--- src/rtl/core/c_tok_pkg.sv ---
// ----------------------------------------------------------------------------
// c_tok_pkg
// Shared types, token kinds and the operator prefix table of the C token
// scanner.
// ----------------------------------------------------------------------------
`default_nettype none

package c_tok_pkg;

   typedef struct packed {
      logic [7:0] ch;
      logic       end_of_input;
   } req_type;

   typedef struct packed {
      logic [5:0] token_kind;
      logic [7:0] tok_len;
      logic       last;
   } rsp_type;

   typedef struct packed {
      logic [1:0] cnt;
      rsp_type    tok0;
      rsp_type    tok1;
   } rsp_push_type;

   typedef enum logic [5:0] {
      KIND_EOF        = 6'd0,
      KIND_WORD       = 6'd1,
      KIND_LITERAL    = 6'd2,
      KIND_UNKNOWN    = 6'd3,
      KIND_LPAREN     = 6'd4,
      KIND_RPAREN     = 6'd5,
      KIND_LBRACE     = 6'd6,
      KIND_RBRACE     = 6'd7,
      KIND_SEMI       = 6'd8,
      KIND_PLUS       = 6'd9,
      KIND_INC        = 6'd10,
      KIND_PLUS_EQ    = 6'd11,
      KIND_MINUS      = 6'd12,
      KIND_DEC        = 6'd13,
      KIND_MINUS_EQ   = 6'd14,
      KIND_STAR       = 6'd15,
      KIND_STAR_EQ    = 6'd16,
      KIND_SLASH      = 6'd17,
      KIND_SLASH_EQ   = 6'd18,
      KIND_PERCENT    = 6'd19,
      KIND_PERCENT_EQ = 6'd20,
      KIND_AMP        = 6'd21,
      KIND_AND_AND    = 6'd22,
      KIND_AMP_EQ     = 6'd23,
      KIND_BAR        = 6'd24,
      KIND_OR_OR      = 6'd25,
      KIND_BAR_EQ     = 6'd26,
      KIND_CARET      = 6'd27,
      KIND_CARET_EQ   = 6'd28,
      KIND_BANG       = 6'd29,
      KIND_NOT_EQ     = 6'd30,
      KIND_ASSIGN     = 6'd31,
      KIND_EQ_EQ      = 6'd32,
      KIND_LT         = 6'd33,
      KIND_SHL        = 6'd34,
      KIND_SHL_EQ     = 6'd35,
      KIND_LT_EQ      = 6'd36,
      KIND_GT         = 6'd37,
      KIND_SHR        = 6'd38,
      KIND_SHR_EQ     = 6'd39,
      KIND_GT_EQ      = 6'd40,
      KIND_TILDE      = 6'd41,
      KIND_QUESTION   = 6'd42,
      KIND_COLON      = 6'd43
   } kind_type;

   typedef enum logic [3:0] {
      MODE_IDLE = 4'b0001,
      MODE_WORD = 4'b0010,
      MODE_NUM  = 4'b0100,
      MODE_OP   = 4'b1000
   } mode_type;

   typedef struct packed {
      mode_type   mode;
      logic [3:0] op_idx;
      logic [7:0] run_len;
      logic       skip;
   } scan_state_type;

   localparam logic [3:0] OP_PLUS    = 4'd0;
   localparam logic [3:0] OP_MINUS   = 4'd1;
   localparam logic [3:0] OP_STAR    = 4'd2;
   localparam logic [3:0] OP_SLASH   = 4'd3;
   localparam logic [3:0] OP_PERCENT = 4'd4;
   localparam logic [3:0] OP_AMP     = 4'd5;
   localparam logic [3:0] OP_BAR     = 4'd6;
   localparam logic [3:0] OP_CARET   = 4'd7;
   localparam logic [3:0] OP_BANG    = 4'd8;
   localparam logic [3:0] OP_ASSIGN  = 4'd9;
   localparam logic [3:0] OP_LT      = 4'd10;
   localparam logic [3:0] OP_SHL     = 4'd11;
   localparam logic [3:0] OP_GT      = 4'd12;
   localparam logic [3:0] OP_SHR     = 4'd13;

   localparam logic [7:0] CH_NUL        = 8'h00;
   localparam logic [7:0] CH_LF         = 8'h0A;
   localparam logic [7:0] CH_CR         = 8'h0D;
   localparam logic [7:0] CH_BANG       = 8'h21;
   localparam logic [7:0] CH_PERCENT    = 8'h25;
   localparam logic [7:0] CH_AMP        = 8'h26;
   localparam logic [7:0] CH_LPAREN     = 8'h28;
   localparam logic [7:0] CH_RPAREN     = 8'h29;
   localparam logic [7:0] CH_STAR       = 8'h2A;
   localparam logic [7:0] CH_PLUS       = 8'h2B;
   localparam logic [7:0] CH_MINUS      = 8'h2D;
   localparam logic [7:0] CH_SLASH      = 8'h2F;
   localparam logic [7:0] CH_COLON      = 8'h3A;
   localparam logic [7:0] CH_SEMI       = 8'h3B;
   localparam logic [7:0] CH_LT         = 8'h3C;
   localparam logic [7:0] CH_EQ         = 8'h3D;
   localparam logic [7:0] CH_GT         = 8'h3E;
   localparam logic [7:0] CH_QUESTION   = 8'h3F;
   localparam logic [7:0] CH_CARET      = 8'h5E;
   localparam logic [7:0] CH_UNDERSCORE = 8'h5F;
   localparam logic [7:0] CH_LBRACE     = 8'h7B;
   localparam logic [7:0] CH_BAR        = 8'h7C;
   localparam logic [7:0] CH_RBRACE     = 8'h7D;
   localparam logic [7:0] CH_TILDE      = 8'h7E;

   typedef struct packed {
      kind_type   kind;
      logic [1:0] len;
      logic       k1_vld;
      logic [7:0] c1;
      kind_type   k1;
      logic       g1_vld;
      logic [3:0] g1;
      logic       k2_vld;
      logic [7:0] c2;
      kind_type   k2;
   } op_entry_type;

   function automatic op_entry_type op_entry_get(input logic [3:0] idx);
      op_entry_type e;
      e.kind   = KIND_UNKNOWN;
      e.len    = 2'd1;
      e.k1_vld = 1'b0;
      e.c1     = CH_EQ;
      e.k1     = KIND_UNKNOWN;
      e.g1_vld = 1'b0;
      e.g1     = OP_PLUS;
      e.k2_vld = 1'b0;
      e.c2     = CH_EQ;
      e.k2     = KIND_UNKNOWN;
      case (idx)
         OP_PLUS: begin
            e.kind = KIND_PLUS;  e.k1_vld = 1'b1; e.c1 = CH_PLUS;  e.k1 = KIND_INC;
            e.k2_vld = 1'b1; e.k2 = KIND_PLUS_EQ;
         end
         OP_MINUS: begin
            e.kind = KIND_MINUS; e.k1_vld = 1'b1; e.c1 = CH_MINUS; e.k1 = KIND_DEC;
            e.k2_vld = 1'b1; e.k2 = KIND_MINUS_EQ;
         end
         OP_STAR: begin
            e.kind = KIND_STAR; e.k1_vld = 1'b1; e.k1 = KIND_STAR_EQ;
         end
         OP_SLASH: begin
            e.kind = KIND_SLASH; e.k1_vld = 1'b1; e.k1 = KIND_SLASH_EQ;
         end
         OP_PERCENT: begin
            e.kind = KIND_PERCENT; e.k1_vld = 1'b1; e.k1 = KIND_PERCENT_EQ;
         end
         OP_AMP: begin
            e.kind = KIND_AMP; e.k1_vld = 1'b1; e.c1 = CH_AMP; e.k1 = KIND_AND_AND;
            e.k2_vld = 1'b1; e.k2 = KIND_AMP_EQ;
         end
         OP_BAR: begin
            e.kind = KIND_BAR; e.k1_vld = 1'b1; e.c1 = CH_BAR; e.k1 = KIND_OR_OR;
            e.k2_vld = 1'b1; e.k2 = KIND_BAR_EQ;
         end
         OP_CARET: begin
            e.kind = KIND_CARET; e.k1_vld = 1'b1; e.k1 = KIND_CARET_EQ;
         end
         OP_BANG: begin
            e.kind = KIND_BANG; e.k1_vld = 1'b1; e.k1 = KIND_NOT_EQ;
         end
         OP_ASSIGN: begin
            e.kind = KIND_ASSIGN; e.k1_vld = 1'b1; e.k1 = KIND_EQ_EQ;
         end
         OP_LT: begin
            e.kind = KIND_LT; e.k1_vld = 1'b1; e.c1 = CH_LT; e.k1 = KIND_SHL;
            e.g1_vld = 1'b1; e.g1 = OP_SHL;
            e.k2_vld = 1'b1; e.k2 = KIND_LT_EQ;
         end
         OP_SHL: begin
            e.kind = KIND_SHL; e.len = 2'd2; e.k1_vld = 1'b1; e.k1 = KIND_SHL_EQ;
         end
         OP_GT: begin
            e.kind = KIND_GT; e.k1_vld = 1'b1; e.c1 = CH_GT; e.k1 = KIND_SHR;
            e.g1_vld = 1'b1; e.g1 = OP_SHR;
            e.k2_vld = 1'b1; e.k2 = KIND_GT_EQ;
         end
         OP_SHR: begin
            e.kind = KIND_SHR; e.len = 2'd2; e.k1_vld = 1'b1; e.k1 = KIND_SHR_EQ;
         end
         default: begin
            e.kind = KIND_UNKNOWN;
         end
      endcase
      return e;
   endfunction

endpackage

`default_nettype wire

--- src/rtl/core/c_tok_step.sv ---
// ----------------------------------------------------------------------------
// c_tok_step
// Combinational scan step: from the current scan state and one input byte,
// forms up to two tokens and the next scan state.
// ----------------------------------------------------------------------------
`default_nettype none

module c_tok_step #(
   parameter int unsigned MAX_TOKEN_LEN = 255
) (
   input  c_tok_pkg::scan_state_type state,
   input  c_tok_pkg::req_type        item,
   output c_tok_pkg::scan_state_type next_state,
   output c_tok_pkg::rsp_push_type   push
);

   localparam logic [7:0] LenLimit = (MAX_TOKEN_LEN < 255) ? 8'(MAX_TOKEN_LEN) : 8'd255;

   logic [7:0] c;
   logic       is_alpha;
   logic       is_digit;
   logic       is_space;
   logic       is_eol;

   c_tok_pkg::op_entry_type ent;

   logic                 st_emit;
   c_tok_pkg::kind_type  st_kind;
   c_tok_pkg::mode_type  st_mode;
   logic [3:0]           st_op;
   logic [7:0]           st_run;
   logic                 st_skip;

   logic                 fl_emit;
   c_tok_pkg::kind_type  fl_kind;
   logic [7:0]           fl_len;

   logic                 a_vld;
   c_tok_pkg::kind_type  a_kind;
   logic [7:0]           a_len;
   logic                 b_vld;
   c_tok_pkg::kind_type  b_kind;
   logic [7:0]           b_len;
   logic                 use_start;
   logic [7:0]           run_grown;

   assign c        = item.ch;
   assign is_alpha = (c inside {[8'h61:8'h7A], [8'h41:8'h5A]});
   assign is_digit = (c inside {[8'h30:8'h39]});
   assign is_space = (c inside {8'h20, [8'h09:8'h0D]});
   assign is_eol   = (c == c_tok_pkg::CH_LF) || (c == c_tok_pkg::CH_CR);
   assign ent      = c_tok_pkg::op_entry_get(state.op_idx);
   assign run_grown = (state.run_len < LenLimit) ? state.run_len + 8'd1 : state.run_len;

   always_comb begin
      st_emit = 1'b0;
      st_kind = c_tok_pkg::KIND_UNKNOWN;
      st_mode = c_tok_pkg::MODE_IDLE;
      st_op   = c_tok_pkg::OP_PLUS;
      st_run  = 8'd0;
      st_skip = 1'b0;
      if (c == c_tok_pkg::CH_NUL) begin
         st_skip = 1'b1;
      end else if (is_space) begin
         st_mode = c_tok_pkg::MODE_IDLE;
      end else if (is_alpha || (c == c_tok_pkg::CH_UNDERSCORE)) begin
         st_mode = c_tok_pkg::MODE_WORD;
         st_run  = 8'd1;
      end else if (is_digit) begin
         st_mode = c_tok_pkg::MODE_NUM;
         st_run  = 8'd1;
      end else begin
         case (c)
            c_tok_pkg::CH_LPAREN: begin st_emit = 1'b1; st_kind = c_tok_pkg::KIND_LPAREN; end
            c_tok_pkg::CH_RPAREN: begin st_emit = 1'b1; st_kind = c_tok_pkg::KIND_RPAREN; end
            c_tok_pkg::CH_LBRACE: begin st_emit = 1'b1; st_kind = c_tok_pkg::KIND_LBRACE; end
            c_tok_pkg::CH_RBRACE: begin st_emit = 1'b1; st_kind = c_tok_pkg::KIND_RBRACE; end
            c_tok_pkg::CH_SEMI: begin st_emit = 1'b1; st_kind = c_tok_pkg::KIND_SEMI; end
            c_tok_pkg::CH_TILDE: begin st_emit = 1'b1; st_kind = c_tok_pkg::KIND_TILDE; end
            c_tok_pkg::CH_QUESTION: begin
               st_emit = 1'b1;
               st_kind = c_tok_pkg::KIND_QUESTION;
            end
            c_tok_pkg::CH_COLON: begin st_emit = 1'b1; st_kind = c_tok_pkg::KIND_COLON; end
            c_tok_pkg::CH_PLUS: begin st_mode = c_tok_pkg::MODE_OP; st_op = c_tok_pkg::OP_PLUS; end
            c_tok_pkg::CH_MINUS: begin
               st_mode = c_tok_pkg::MODE_OP;
               st_op   = c_tok_pkg::OP_MINUS;
            end
            c_tok_pkg::CH_STAR: begin st_mode = c_tok_pkg::MODE_OP; st_op = c_tok_pkg::OP_STAR; end
            c_tok_pkg::CH_SLASH: begin
               st_mode = c_tok_pkg::MODE_OP;
               st_op   = c_tok_pkg::OP_SLASH;
            end
            c_tok_pkg::CH_PERCENT: begin
               st_mode = c_tok_pkg::MODE_OP;
               st_op   = c_tok_pkg::OP_PERCENT;
            end
            c_tok_pkg::CH_AMP: begin st_mode = c_tok_pkg::MODE_OP; st_op = c_tok_pkg::OP_AMP; end
            c_tok_pkg::CH_BAR: begin st_mode = c_tok_pkg::MODE_OP; st_op = c_tok_pkg::OP_BAR; end
            c_tok_pkg::CH_CARET: begin
               st_mode = c_tok_pkg::MODE_OP;
               st_op   = c_tok_pkg::OP_CARET;
            end
            c_tok_pkg::CH_BANG: begin st_mode = c_tok_pkg::MODE_OP; st_op = c_tok_pkg::OP_BANG; end
            c_tok_pkg::CH_EQ: begin st_mode = c_tok_pkg::MODE_OP; st_op = c_tok_pkg::OP_ASSIGN; end
            c_tok_pkg::CH_LT: begin st_mode = c_tok_pkg::MODE_OP; st_op = c_tok_pkg::OP_LT; end
            c_tok_pkg::CH_GT: begin st_mode = c_tok_pkg::MODE_OP; st_op = c_tok_pkg::OP_GT; end
            default: begin
               st_emit = 1'b1;
               st_kind = c_tok_pkg::KIND_UNKNOWN;
            end
         endcase
      end
   end

   always_comb begin
      fl_emit = 1'b0;
      fl_kind = c_tok_pkg::KIND_EOF;
      fl_len  = 8'd0;
      case (state.mode)
         c_tok_pkg::MODE_WORD: begin
            fl_emit = 1'b1;
            fl_kind = c_tok_pkg::KIND_WORD;
            fl_len  = state.run_len;
         end
         c_tok_pkg::MODE_NUM: begin
            fl_emit = 1'b1;
            fl_kind = c_tok_pkg::KIND_LITERAL;
            fl_len  = state.run_len;
         end
         c_tok_pkg::MODE_OP: begin
            fl_emit = 1'b1;
            fl_kind = ent.kind;
            fl_len  = {6'd0, ent.len};
         end
         default: begin
            fl_emit = 1'b0;
         end
      endcase
   end

   always_comb begin
      a_vld      = 1'b0;
      a_kind     = c_tok_pkg::KIND_EOF;
      a_len      = 8'd0;
      b_vld      = 1'b0;
      b_kind     = c_tok_pkg::KIND_EOF;
      b_len      = 8'd0;
      use_start  = 1'b0;
      next_state = state;
      if (item.end_of_input) begin
         a_vld              = fl_emit;
         a_kind             = fl_kind;
         a_len              = fl_len;
         b_vld              = 1'b1;
         next_state.mode    = c_tok_pkg::MODE_IDLE;
         next_state.op_idx  = c_tok_pkg::OP_PLUS;
         next_state.run_len = 8'd0;
         next_state.skip    = 1'b0;
      end else if (state.skip) begin
         if (is_eol) begin
            next_state.skip = 1'b0;
         end
      end else begin
         case (state.mode)
            c_tok_pkg::MODE_WORD: begin
               if (is_alpha || is_digit || (c == c_tok_pkg::CH_UNDERSCORE)) begin
                  next_state.run_len = run_grown;
               end else begin
                  a_vld     = fl_emit;
                  a_kind    = fl_kind;
                  a_len     = fl_len;
                  use_start = 1'b1;
               end
            end
            c_tok_pkg::MODE_NUM: begin
               if (is_digit) begin
                  next_state.run_len = run_grown;
               end else if (is_alpha || (c == c_tok_pkg::CH_UNDERSCORE)) begin
                  a_vld     = 1'b1;
                  a_kind    = c_tok_pkg::KIND_UNKNOWN;
                  a_len     = state.run_len;
                  use_start = 1'b1;
               end else begin
                  a_vld     = fl_emit;
                  a_kind    = fl_kind;
                  a_len     = fl_len;
                  use_start = 1'b1;
               end
            end
            c_tok_pkg::MODE_OP: begin
               if (ent.k1_vld && (c == ent.c1)) begin
                  if (ent.g1_vld) begin
                     next_state.op_idx = ent.g1;
                  end else begin
                     a_vld           = 1'b1;
                     a_kind          = ent.k1;
                     a_len           = {6'd0, ent.len} + 8'd1;
                     next_state.mode = c_tok_pkg::MODE_IDLE;
                  end
               end else if (ent.k2_vld && (c == ent.c2)) begin
                  a_vld           = 1'b1;
                  a_kind          = ent.k2;
                  a_len           = {6'd0, ent.len} + 8'd1;
                  next_state.mode = c_tok_pkg::MODE_IDLE;
               end else begin
                  a_vld     = fl_emit;
                  a_kind    = fl_kind;
                  a_len     = fl_len;
                  use_start = 1'b1;
               end
            end
            default: begin
               use_start = 1'b1;
            end
         endcase
         if (use_start) begin
            b_vld              = st_emit;
            b_kind             = st_kind;
            b_len              = 8'd1;
            next_state.mode    = st_mode;
            next_state.op_idx  = st_op;
            next_state.run_len = st_run;
            next_state.skip    = st_skip;
         end
      end
   end

   always_comb begin
      push.cnt = {1'b0, a_vld} + {1'b0, b_vld};
      push.tok1.token_kind = b_kind;
      push.tok1.tok_len    = b_len;
      push.tok1.last       = 1'b1;
      if (a_vld) begin
         push.tok0.token_kind = a_kind;
         push.tok0.tok_len    = a_len;
         push.tok0.last       = !b_vld;
      end else begin
         push.tok0 = push.tok1;
      end
   end

endmodule

`default_nettype wire

--- src/rtl/core/c_tok_rsp_buf.sv ---
// ----------------------------------------------------------------------------
// c_tok_rsp_buf
// Two-entry result buffer. Takes up to two tokens at once and hands them out
// one transaction at a time.
// ----------------------------------------------------------------------------
`default_nettype none

module c_tok_rsp_buf (
   input  logic                    clock,
   input  logic                    reset,
   input  c_tok_pkg::rsp_push_type push,
   output logic [1:0]              free_cnt,
   output logic                    rsp_valid,
   input  logic                    rsp_ready,
   output c_tok_pkg::rsp_type      rsp_data
);

   logic [1:0]         cnt_ff;
   logic [1:0]         cnt_in;
   c_tok_pkg::rsp_type slot0_ff;
   c_tok_pkg::rsp_type slot0_in;
   c_tok_pkg::rsp_type slot1_ff;
   c_tok_pkg::rsp_type slot1_in;

   logic               pop;
   logic [1:0]         cnt_after;
   c_tok_pkg::rsp_type head_after;

   assign rsp_valid = (cnt_ff != 2'd0);
   assign rsp_data  = slot0_ff;
   assign free_cnt  = 2'd2 - cnt_ff;
   assign pop       = rsp_valid && rsp_ready;

   always_comb begin
      cnt_after  = pop ? cnt_ff - 2'd1 : cnt_ff;
      head_after = pop ? slot1_ff : slot0_ff;
      slot0_in   = head_after;
      slot1_in   = slot1_ff;
      case (cnt_after)
         2'd0: begin
            slot0_in = push.tok0;
            slot1_in = push.tok1;
         end
         2'd1: begin
            slot1_in = push.tok0;
         end
         default: begin
            slot1_in = slot1_ff;
         end
      endcase
      cnt_in = cnt_after + push.cnt;
   end

   always_ff @(posedge clock) begin
      if (reset) begin
         cnt_ff <= 2'd0;
      end else begin
         cnt_ff <= cnt_in;
      end
   end

   always_ff @(posedge clock) begin
      slot0_ff <= slot0_in;
      slot1_ff <= slot1_in;
   end

endmodule

`default_nettype wire

--- src/rtl/core/c_token_scanner_core.sv ---
// ----------------------------------------------------------------------------
// c_token_scanner_core
// Streaming longest-match C tokenizer: one source byte in, up to two tokens
// out per byte.
//
//   Port group | Direction | Carries
//   req_       | in        | one source byte or the end marker
//   rsp_       | out       | one token: kind, length, last flag
//
// A byte is registered on acceptance and scanned once the result buffer has
// room for its tokens, which then enter that two-entry buffer. One byte per
// cycle is sustained while each byte yields at most one token and the output
// is ready; a byte with two tokens waits for an empty result buffer and can
// stall the input even with the output always ready.
// The scan step waits only for room in the result buffer.
// Synchronous reset returns the scanner to idle with no pending token.
// ----------------------------------------------------------------------------
`default_nettype none

module c_token_scanner_core #(
   parameter int unsigned MAX_TOKEN_LEN = 255
) (
   input  logic               clock,
   input  logic               reset,
   input  logic               req_valid,
   output logic               req_ready,
   input  c_tok_pkg::req_type req_data,
   output logic               rsp_valid,
   input  logic               rsp_ready,
   output c_tok_pkg::rsp_type rsp_data
);

   logic                      in_vld_ff;
   logic                      in_vld_in;
   c_tok_pkg::req_type        in_data_ff;
   c_tok_pkg::scan_state_type state_ff;
   c_tok_pkg::scan_state_type state_in;

   c_tok_pkg::scan_state_type step_state;
   c_tok_pkg::rsp_push_type   step_push;
   c_tok_pkg::rsp_push_type   buf_push;
   logic [1:0]                free_cnt;
   logic                      fire;
   logic                      req_accept;

   c_tok_step #(
      .MAX_TOKEN_LEN (MAX_TOKEN_LEN)
   ) u_step (
      .state      (state_ff),
      .item       (in_data_ff),
      .next_state (step_state),
      .push       (step_push)
   );

   assign fire       = in_vld_ff && (step_push.cnt <= free_cnt);
   assign req_ready  = !in_vld_ff || fire;
   assign req_accept = req_valid && req_ready;
   assign in_vld_in  = req_accept || (in_vld_ff && !fire);
   assign state_in   = fire ? step_state : state_ff;

   always_comb begin
      buf_push     = step_push;
      buf_push.cnt = fire ? step_push.cnt : 2'd0;
   end

   c_tok_rsp_buf u_rsp_buf (
      .clock     (clock),
      .reset     (reset),
      .push      (buf_push),
      .free_cnt  (free_cnt),
      .rsp_valid (rsp_valid),
      .rsp_ready (rsp_ready),
      .rsp_data  (rsp_data)
   );

   always_ff @(posedge clock) begin
      if (reset) begin
         in_vld_ff        <= 1'b0;
         state_ff.mode    <= c_tok_pkg::MODE_IDLE;
         state_ff.op_idx  <= c_tok_pkg::OP_PLUS;
         state_ff.run_len <= 8'd0;
         state_ff.skip    <= 1'b0;
      end else begin
         in_vld_ff <= in_vld_in;
         state_ff  <= state_in;
      end
   end

   always_ff @(posedge clock) begin
      if (req_accept) begin
         in_data_ff <= req_data;
      end
   end

endmodule

`default_nettype wire

--- config.mk ---
export PLATFORM = sky130hd
export DESIGN_NAME = c_token_scanner_core
export DESIGN_NICKNAME = d
export VERILOG_FILES = /design/src/rtl/core/c_tok_pkg.sv /design/src/rtl/core/c_tok_step.sv /design/src/rtl/core/c_tok_rsp_buf.sv /design/src/rtl/core/c_token_scanner_core.sv
export SDC_FILE = /design/constraint.sdc
export NUM_CORES = 1
export LEC_CHECK = 0
export BUFFER_PORTS_ARGS = -buffer_cell sky130_fd_sc_hd__buf_4
export CAP_MARGIN = 20
export CORE_ASPECT_RATIO = 0.5
export CORE_UTILIZATION = 65
export CTS_BUF_LIST = sky130_fd_sc_hd__clkbuf_8
export CTS_CLUSTER_DIAMETER = 30
export DETAILED_ROUTE_END_ITERATION = 8
export GPL_TIMING_DRIVEN = 0
export PLACE_DENSITY_LB_ADDON = 0.2
export REMOVE_ABC_BUFFERS = 1
export SYNTH_ARGS = -nofsm -noshare
export SYNTH_HDL_FRONTEND = slang
export SYNTH_SLANG_ARGS = --single-unit
--- constraint.sdc ---
create_clock -name clock -period 10.7 [get_ports clock]
set_input_delay 1.07 -clock clock [delete_from_list [all_inputs] [get_ports clock]]
set_output_delay 1.07 -clock clock [all_outputs]
set_load 0.005 [all_outputs]
---- Word level (Yosys, flattened, before mapping) ----
Cells that the tools add are included.
operators by class
  $add $sub $neg .......................... 6
  magnitude comparators ................... 10
  equality and inequality tests ........... 46
  multiplexer cells ....................... 100
  reductions and logical operators ........ 41
operators by type and width
  operator                                                            count
  one-hot mux 6 bit (14 select lines)                                 2
  two-way mux 8 bit                                                   17
  == test 8 x 6 -> 1 bit (second input constant)                      16
  two-way mux 6 bit                                                   15
  two-way mux 4 bit                                                   14
  == test 8 x 7 -> 1 bit (second input constant)                      6
  one-hot mux 6 bit (8 select lines)                                  1
  two-way mux 15 bit                                                  3
  one-hot mux 4 bit (11 select lines)                                 1
  one-hot mux 7 bit (6 select lines)                                  1
  one-hot mux 6 bit (3 select lines)                                  2
  one-hot mux 6 bit (6 select lines)                                  1
  two-way mux 17 bit                                                  2
  one-hot mux 8 bit (2 select lines)                                  2
  two-way mux 1 bit                                                   30
  one-hot mux 15 bit (2 select lines)                                 1
  == test 4 bit (second input constant)                               7
  one-hot mux 8 bit (3 select lines)                                  1
  == test 4 x 3 -> 1 bit (second input constant)                      5
  == test 8 x 4 -> 1 bit (second input constant)                      2
  greater-or-equal comparator 8 x 7 -> 1 bit (second input constant)  2
  less-or-equal comparator 8 x 7 -> 1 bit (second input constant)     2
  two-way mux 16 bit                                                  1
  AND reduction 5 bit                                                 3
  other kinds (36)                                                    66
storage, ports and cells
  register bits after elaboration ......... 59
  bits of input ports ..................... 13
  output and inout port bits .............. 17

---- Logic depth before layout (Yosys ltp) ----
Gate-level depths: netlist of the first run.
  depth in word-level cells ............... 18
  gate-level depth with buffers ........... 18
  depth with buffers taken out ............ 16

---- Cells and area by module ----
Synthesis of the first run repeated with hierarchy kept, for this count alone.
unflattened totals
  cell total of the unflattened synthesis .. 579
  area, all modules ....................... 5261.3 um2
by module, submodules not included
  module                instances  cells each  area an instance (um2)
  c_tok_step            1          394         2521.2
  c_tok_rsp_buf         1          87          1584.0
  c_token_scanner_core  1          98          1156.1

---- Worst setup path before layout of the first run ----
No wires, ideal clock.
  path kind ............................... register to output
  start point ............................. register in_data_ff[3] in the netlist's numbering
  end point ............................... output req_ready
  arrival time ............................ 2.976 ns
  required time ........................... 9.630 ns
  setup slack ............................. 6.654 ns
  stages on the path, launching flop included .. 13
  buffers on the path ..................... 1
  path through ............................ edfxtp_1 -> clkbuf_1 -> or4_1 -> o221a_2 -> nor3_1 -> inv_1 -> o41ai_1 -> ha_1 -> ha_1 -> nor2b_1 -> o21ai_0 -> inv_1 -> nand2_1
on the way
  cells in the longest elaborated chain, start to end .. 16
RTL lines
  what                                                                                                          RTL line                    text
  start, declared                                                                                               c_token_scanner_core.sv:35  c_tok_pkg::req_type in_data_ff;
  start signal, assigned                                                                                        c_token_scanner_core.sv:91  in_data_ff <= req_data;
  greater-or-equal comparator 8 x 7 -> 1 bit / less-or-equal comparator 8 x 7 -> 1 bit (equally long branches)  c_tok_step.sv:48            assign is_alpha = (c inside {[8'h61:8'h7A], [8'h41:8'h5A]});
  logical AND 1 bit                                                                                             c_tok_step.sv:48
  nonzero test 2 bit                                                                                            c_tok_step.sv:48
  logical OR 1 bit (2 in series)                                                                                c_tok_step.sv:168           if (is_alpha || is_digit || (c == c_tok_pkg::CH_UNDERSCORE)) begin
  two-way mux 1 bit                                                                                             c_tok_step.sv:168
  one-hot mux 1 bit (3 select lines)                                                                            c_tok_step.sv:166           case (state.mode)
  two-way mux 1 bit                                                                                             c_tok_step.sv:161           end else if (state.skip) begin
  two-way mux 1 bit                                                                                             c_tok_step.sv:152           if (item.end_of_input) begin
  two-way mux 1 bit                                                                                             c_tok_step.sv:218           if (use_start) begin
  two-way mux 1 bit                                                                                             c_tok_step.sv:161
  two-way mux 1 bit                                                                                             c_tok_step.sv:152
  adder 1 x 1 -> 2 bit *                                                                                        c_tok_step.sv:231           push.cnt = {1'b0, a_vld} + {1'b0, b_vld};
  less-or-equal comparator 2 bit *                                                                              c_token_scanner_core.sv:55  assign fire = in_vld_ff && (step_push.cnt <= free_cnt);
  logical AND 1 bit *                                                                                           c_token_scanner_core.sv:55
  logical OR 1 bit *                                                                                            c_token_scanner_core.sv:56  assign req_ready = !in_vld_ff || fire;
  end, declared                                                                                                 c_token_scanner_core.sv:26  output logic req_ready,
Mark *: on every way between the ends. The rest lies on a longest branch, timed or not. The select of a mux whose other input is x is not followed.

---- Final worst setup path of the first run ----
  start point ............................. register state_ff[10] in the netlist's numbering
  end point ............................... output req_ready
on the way
  cells in the longest elaborated chain, start to end .. 16
RTL lines
  what                                                                             RTL line                    text
  start, declared                                                                  c_token_scanner_core.sv:36  c_tok_pkg::scan_state_type state_ff;
  start signal, assigned                                                           c_token_scanner_core.sv:85  state_ff <= state_in;
  parallel branches: the longest is 12 deep, another holds == test 8 x 7 -> 1 bit  -
  adder 1 x 1 -> 2 bit *                                                           c_tok_step.sv:231
  less-or-equal comparator 2 bit *                                                 c_token_scanner_core.sv:55
  logical AND 1 bit *                                                              c_token_scanner_core.sv:55
  logical OR 1 bit *                                                               c_token_scanner_core.sv:56
Mark *: on every way between the ends. The select of a mux whose other input is x is not followed.

==> impl_metrics.csv, run 1 <==
group,metric,value,unit
status,run_status,"complete, no violations",
floorplanning,die-area,7350,um^2
pwr,vdd_ir_drop_max,102,uV
clock_network,cts.sink_count,59,
synth,netlist.top_cell.by_area,"edfxtp_1",
setup_path,timing.reg2reg.setup_slack,5.68,ns
place,hpwl,8370,um
grt,globalRouteTotalUtil,0.336,
setup_path,maximum_fanout_encountered_on_the_critical_timing_path,24,
sta,rsz0062_at_grt,"false",
pwr,power.share.sequential,0.445,
cells_and_area,antennaDiodeCount,0,
sta,final_min_period_over_clock_period,0.500,
grt,grt_use_met2,0.522,
drt,residual_drc,0,
synth,synth_seq_area_share,0.346,
grt,global_route_wire_length_before_repair,18700,um
drt,dr.first_iter.drc_count,639,
floorplanning,fp.dieW,120,um
sta,tightestPinTransition,1.05,ns
drt,routed-via-count,4354,
setup_path,worst-setup-path-type,"flip-flop to output port",
cells_and_area,final_nets,550,
floorplanning,fp.coreArea,6730,um^2
place,dpl_cell_area,4720,um^2
clock_network,cts-hold-fix-buffers,0,
clock_network,cts_repair_resize_count,0,
clock_network,cts_tree,"done",
synth,synth.top_cells.by_area,"edfxtp_1 26%, dfxtp_1 8.8%, nand2_1 3.6%, nor2_1 3.3%, o21ai_0 3.1%",
clock_network,cts_htree_levels,3,
pwr,power_switching,295,uW
grt,first_global_vias,3712,
synth,netlist-cell-type-count,81,
grt,antenna_found_initial,0,
clock_network,cts.reportedPaths.clkPinSlew,0.06,ns
pwr,share_clk_of_total_power,0.215,
synth,yosys_warnings,0,
sta,setup-violations-final,0,
grt,global_route.usage.met3,0.101,
setup_path,cp.arrival,4.28,ns
synth,syn-cell-area,4540,um^2
floorplanning,die_height,61.1,um
floorplanning,initial_core_util,0.676,
drt,via_per_inst,6.94,
pwr,power_share_of_the_combinational_group,0.340,
pwr,p_leak,1.72,nW
synth,synth_flop_cell,"edfxtp_1",
drt,drt-total-wl,11800,um
sta,finalClockSkew,0.00830,ns
sta,final.hold.worst_slack,0.535,ns
floorplanning,placement_rows,21,
worst_hold_path,type_of_the_worst_min_delay_path,"flip-flop to flip-flop",
worst_hold_path,holdPathStages,2,
pwr,cellPowerDensity,168,nW/um^2
clock_network,cts_root_buf,"clkbuf_8",
setup_path,critical_path_required,9.63,ns
grt,grt.overflow.total,0,
synth,synthesis.instances,534,
grt,most_used_routing_layer_in_global_routing,"met2",
clock_network,clk-insertion-delay-late,0.36,ns
setup_path,setup.worst_path.start_class,"flip-flop",
synth,netlist.area_leader.share,0.258,
run,timing.max_cap.violations,0,
synth,synth_top_cells_by_count,"44 x nand2_1, 40 x nor2_1, 39 x edfxtp_1",
cells_and_area,layout-area-overhead-vs-synth,7.68,%
setup_path,worst_setup_path_end_kind,"output port",
sta,final.min_clock_period,5.35,ns
drt,wire_per_inst,18.8,um
cells_and_area,layout-drive-gt1-share,0.138,
sta,drv_slew,0,
grt,globalRouteMet1Util,0.458,
place,port_buffers,29,
pwr,p_sw_frac,0.358,
place,final_replace_weighted_congestion,0.947,
synth,synth-edff-count,39,
synth,synth_async_sr_flop_share,0,
clock_network,post_cts.repair.setup_buffers,0,
worst_hold_path,min-delay-start,"u_rsp_buf.slot1_ff[9]$_DFFE_PP_",
place,placed_cells,611,
drt,remaining_antenna_violation_count_after_routing,0,
clock_network,ctsLongestPathBuffers,2,
sta,timing.fmax,187,MHz
setup_path,origin_of_the_critical_flop_to_flop_path,"state_ff[10]$_SDFFE_PP0P_",
sta,finalSetupTns,0,ns
synth,postSynthAreaPerCell,8.51,um^2
cells_and_area,postLayoutCellArea,4890,um^2
sta,finalHoldViolCount,0,
worst_hold_path,worst_hold_path.endpoint,"u_rsp_buf.rsp_data[9]$_DFFE_PP_",
drt,firstDrtPassIters,7,
cells_and_area,nFillCells,536,
synth,cell_with_the_most_instances_after_synthesis,"nand2_1",
setup_path,r2r-end,"state_ff[11]$_SDFFE_PP0P_",
setup_path,timing.reg2reg.worst_path_depth,15,
floorplanning,pin_count,30,
cells_and_area,post_layout_nonfiller_instances,627,
sta,max-slew-margin-rel,0.299,
pwr,power.internal,528,uW
grt,grt_max_degree,31,
clock_network,tritoncts_buffer_count,9,
synth,register_bit_total_from_synthesis,59,
-- cell type report --
| cell class | instances | area, um^2 | share of cell area |
|---|---|---|---|
| Clock buffer | 10 | 138 | 0.0281 |
| Clock inverter | 6 | 33.8 | 0.00690 |
| Inverter | 22 | 82.6 | 0.0169 |
| Multi-Input combinational cell | 408 | 2720 | 0.556 |
| Sequential cell | 59 | 1570 | 0.321 |
| Tap cell | 92 | 115 | 0.0235 |
| Timing Repair Buffer | 30 | 233 | 0.0476 |
-- stage by stage --
stage / utilization / setup WS (ns) / power (mW)
3_5_place_dp: 0.702 / 5.79 / 0.648
6_report: 0.727 / 5.35 / 0.822
4_1_cts: 0.727 / 5.43 / 0.823
3_3_place_gp: 0.698 / 5.69 / 0.627
2_1_floorplan: - / 6.49 / 0.531
5_1_grt: 0.727 / 5.04 / 0.873
-- power groups by stage --
stage | Sequential, mW | Clock (mW) | Combinational, mW
CTS | 0.366 | 0.179 | 0.279
global route | 0.373 | 0.188 | 0.312
finish | 0.366 | 0.177 | 0.279
detailed placement | 0.370 | 0 | 0.278
floorplan | 0.364 | 0 | 0.167
global placement | 0.366 | 0 | 0.260
-- cells by family (layout without fill, tap and decap cells) --
family          count (synthesis)  after routing  share of synthesized area
simple gates                  219            219                      0.267
compound gates                162            162                      0.264
buf+inv                        67             68                     0.0584
mux                            10             10                     0.0234
fa+ha+maj                       7              7                     0.0193
flops                          59             59                      0.346
xor+xnor                       10             10                     0.0226
-- cells in the final DEF (no fill, tap or decap), types with 10 or more instances in the layout --
master    netlist  layout
nor2b_1        13      13
nand2b_1       14      14
clkbuf_8        0      10
nand4_1        15      15
buf_4           0      29
a21oi_1        27      26
edfxtp_1       39      39
dfxtp_1        20      20
inv_1          21      22
nand3_1        15      15
nor3_1         17      17
nand2_1        44      44
nor2_1         40      40
a211oi_1       12      12
a31oi_1        12      12
o21ai_0        28      28
-- registers in the layout, summed over array words and instances, names as in the netlist --
register	count
in_data_ff	9
in_vld_ff	1
state_ff	17
u_rsp_buf.cnt_ff	2
u_rsp_buf.rsp_data	15
u_rsp_buf.slot1_ff	15
-- worst max-delay path: stages (launching register included) --
cell and delay [ns]:
dfxtp_1 0.82, xor2_2 0.40, o311ai_1 0.19, a211oi_4 0.47, a311oi_1 0.22, nor3_1 0.48
inv_1 0.12, ha_1 0.22, ha_1 0.30, nor2b_1 0.13, o21ai_0 0.28, inv_1 0.09
nand2_1 0.09, buf_4 0.11
-- worst max path at each step --
stage,end,start,cells after the start
2_1_floorplan,req_ready,in_data_ff[3]$_DFFE_PP_,11
3_3_place_gp,req_ready,state_ff[16]$_SDFFE_PP0P_,12
3_5_place_dp,req_ready,state_ff[10]$_SDFFE_PP0P_,13
4_1_cts,req_ready,state_ff[10]$_SDFFE_PP0P_,13
5_1_grt,req_ready,state_ff[10]$_SDFFE_PP0P_,13
6_report,req_ready,state_ff[10]$_SDFFE_PP0P_,13
-- metal layers --
layer,routed length (um),share of wire,vias up
met3,1250,0.11,17
met2,5170,0.44,258
met5,0,0,-
met1,5210,0.44,2037
met4,172,0.015,0
li1,-,-,2042
(Power assumes the default switching activity.)
==> run 2, diff against run 1 <==
ABC_AREA = 1   (was unset)
CORE_UTILIZATION = 63   (was 65)
clock period = 5.5 ns   (was 10.7 ns; I/O delays follow)
==> run 2 against run 1 <==
  * Global-route usage increased by 1.7 points
  * Synthesized cell count rose by 22%
  * Hold slack got worse by 0.16 ns
  * Via count rose by 4.8%
  * Power increased to 2.7 times the previous value
  * Critical path depth up 13
  * Clock-buffer cell count shrank 1
  * Die area is 0.87% lower
  * Core utilization decreased by 0.76 points
  * Sequential power is 120% higher
==> impl_metrics.csv, run 2 <==
group,metric,value,unit
setup_path,worst-setup-path-type,"flip-flop to flip-flop",
pwr,total_power,2.21,mW
sta,rsz0062_at_grt,"false",
synth,register_bit_total_from_synthesis,59,
synth,netlist-cell-type-count,38,
cells_and_area,antennaDiodeCount,0,
setup_path,cp.arrival,5.09,ns
drt,wire_per_inst,16.1,um
drt,remaining_antenna_violation_count_after_routing,0,
cells_and_area,largest_register_ffs,17,
place,hpwl,8970,um
synth,synth_top_cells_by_count,"185 x nand2_1, 76 x inv_1, 71 x nor2_1",
sta,finalSetupTns,0,ns
place,final_replace_weighted_congestion,0.979,
clock_network,cts_repair_resize_count,0,
synth,yosys_warnings,0,
status,run_status,"complete, no violations",
place,placed_cells,752,
place,port_buffers,29,
cells_and_area,largest_register,"state_ff",
floorplanning,die_height,60.9,um
sta,final_min_period_over_clock_period,0.879,
pwr,vdd_ir_drop_max,244,uV
clock_network,ctsLongestPathBuffers,2,
grt,grt_max_degree,20,
synth,syn-cell-area,4370,um^2
synth,cell_with_the_most_instances_after_synthesis,"nand2_1",
drt,drt-total-wl,12400,um
clock_network,cts_root_buf,"clkbuf_8",
floorplanning,die-area,7290,um^2
synth,synth_async_sr_flop_share,0,
grt,first_global_vias,3789,
drt,dr.first_iter.drc_count,642,
cells_and_area,post_layout_nonfiller_instances,768,
pwr,power_share_of_the_combinational_group,0.452,
clock_network,cts-hold-fix-buffers,0,
setup_path,critPathMaxStageDelay,0.58,ns
sta,finalClockSkew,0.0126,ns
synth,netlist.area_leader.share,0.268,
clock_network,tritoncts_buffer_count,9,
drt,routed-via-count,4564,
synth,synth_seq_area_share,0.360,
cells_and_area,layout_common_cells,"185 x nand2_1, 76 x inv_1, 71 x nor2_1, 56 x nand3_1, 39 x edfxtp_1",
setup_path,setup.worst_path.start_class,"flip-flop",
setup_path,timing.critical_path.buf_inv,4,
pwr,power.internal,1.23,mW
pwr,p_leak,2.23,nW
cells_and_area,post-route-util,0.720,
synth,netlist.top_cell.by_area,"edfxtp_1",
place,dpl_cell_area,4620,um^2
cells_and_area,layout-area-overhead-vs-synth,10.5,%
clock_network,cts_htree_levels,3,
worst_hold_path,type_of_the_worst_min_delay_path,"input port to flip-flop",
synth,synth_flop_cell,"edfxtp_1",
grt,grt.overflow.total,0,
drt,residual_drc,0,
cells_and_area,layout-drive-gt1-share,0.121,
grt,global_route_wire_length_before_repair,19000,um
synth,synth-edff-count,39,
pwr,power.share.sequential,0.357,
clock_network,cts.sink_count,59,
clock_network,cts.reportedPaths.clkPinSlew,0.08,ns
synth,postSynthAreaPerCell,6.73,um^2
floorplanning,fp.coreArea,6700,um^2
pwr,cellPowerDensity,459,nW/um^2
pwr,share_clk_of_total_power,0.190,
drt,via_per_inst,5.94,
grt,globalRouteTotalUtil,0.353,
sta,max-slew-margin-rel,0.350,
clock_network,post_cts.repair.setup_buffers,0,
setup_path,worst_setup_path_end_kind,"flip-flop",
cells_and_area,commonest_non_fill_non_tap_cell_in_the_layout,"nand2_1",
floorplanning,placement_rows,21,
setup_path,maximum_fanout_encountered_on_the_critical_timing_path,13,
sta,finalHoldViolCount,0,
sta,final.min_clock_period,4.83,ns
grt,antenna_found_initial,0,
sta,tightestPinTransition,0.975,ns
setup_path,critical-path-top-cell-by-count,"nand2_1",
drt,firstDrtPassIters,6,
synth,synth.top_cells.by_area,"edfxtp_1 27%, nand2_1 16%, dfxtp_1 9.2%, inv_1 6.5%, nand3_1 6.4%",
setup_path,critical_path_required,5.76,ns
floorplanning,initial_core_util,0.652,
sta,setup-violations-final,0,
floorplanning,fp.dieW,120,um
synth,synthesis.instances,649,
clock_network,clk-insertion-delay-late,0.36,ns
pwr,power_switching,987,uW
sta,drv_slew,0,
pwr,p_sw_frac,0.446,
cells_and_area,postLayoutCellArea,4820,um^2
cells_and_area,final_nets,691,
run,timing.max_cap.violations,0,
clock_network,cts_tree,"done",
sta,timing.fmax,207,MHz
floorplanning,pin_count,30,
setup_path,cpMaxStageDelayCell,"dfxtp_1",
setup_path,critical_path.top_delay_family,"simple AND/OR/NAND/NOR gates",
run 2: routing by layer:
metal	wire length (um)	up-vias	share of wire	global-route usage
li1	-	2202	-	-
met1	5310	2048	0.43	0.476
met2	5430	286	0.44	0.550
met3	1370	28	0.11	0.101
met4	259	0	0.021	0.129
met5	0	-	0	0
run 2: cell type report:
class / count / area (um^2)
clock buffer: 9 / 124
timing repair buffer: 30 / 225
sequential: 59 / 1570
inverter: 86 / 323
tap: 92 / 115
multi-input combinational: 485 / 2380
clock inverter: 7 / 82.6
fill: 580 / 1880
run 2: path summary, 6_finish.rpt:
kind | slack, ns | cells after the start | to | start
worst max-delay path | 0.67 | 26 | state_ff[5]$_SDFFE_PP0P_ | state_ff[10]$_SDFFE_PP0P_
worst min-delay path | 0.37 | 1 | in_data_ff[3]$_DFFE_PP_ | req_data[3]
worst max register to register | 0.67 | 26 | state_ff[5]$_SDFFE_PP0P_ | state_ff[10]$_SDFFE_PP0P_
worst min register to register | 0.50 | 2 | state_ff[16]$_SDFFE_PP0P_ | state_ff[16]$_SDFFE_PP0P_
run 2: worst register-to-register path, stage by stage, from the launching register on:
cell,delay [ns]
dfxtp_1,0.58
inv_2,0.15
nor2_2,0.21
nand2_1,0.16
nand2_1,0.09
nand2_1,0.05
nor2_1,0.11
nand3_1,0.09
nor2_1,0.19
nand3_1,0.19
nand2_1,0.12
nand2_1,0.07
nand2_1,0.21
inv_1,0.13
ha_1,0.21
ha_1,0.32
inv_1,0.06
nor2_1,0.04
a2bb2oi_1,0.13
inv_1,0.05
nand2_1,0.11
nor2_1,0.51
o2111ai_1,0.43
nand2_4,0.29
o21ai_0,0.12
nand2_1,0.07
nor2_1,0.05
run 2: cells by family (layout without fill, tap and decap cells):
kind of cell	count (synthesis)	after routing	synth area share
compound gates	97	97	0.125
fa+ha+maj	7	7	0.0201
buf+inv	105	132	0.0952
flops	59	59	0.360
xor+xnor	5	5	0.0100
simple gates	376	376	0.390
run 2: power by group through the flow:
stage          clock network [mW]  logic (mW)  registers, mW
2_1_floorplan                   0       0.622          0.786
3_3_place_gp                    0       0.913          0.794
3_5_place_dp                    0       0.967          0.798
4_1_cts                     0.419       0.978          0.789
5_1_grt                     0.436        1.11          0.805
6_report                    0.421        1.00          0.791
run 2: per-stage QoR:
stage / hold WS (ns) / setup slack (ns)
6_report: 0.372 / 0.666
5_1_grt: 0.360 / 0.180
4_1_cts: 0.364 / 0.782
3_5_place_dp: 0.486 / 0.845
3_3_place_gp: 0.485 / 0.0970
2_1_floorplan: 0.464 / 1.51
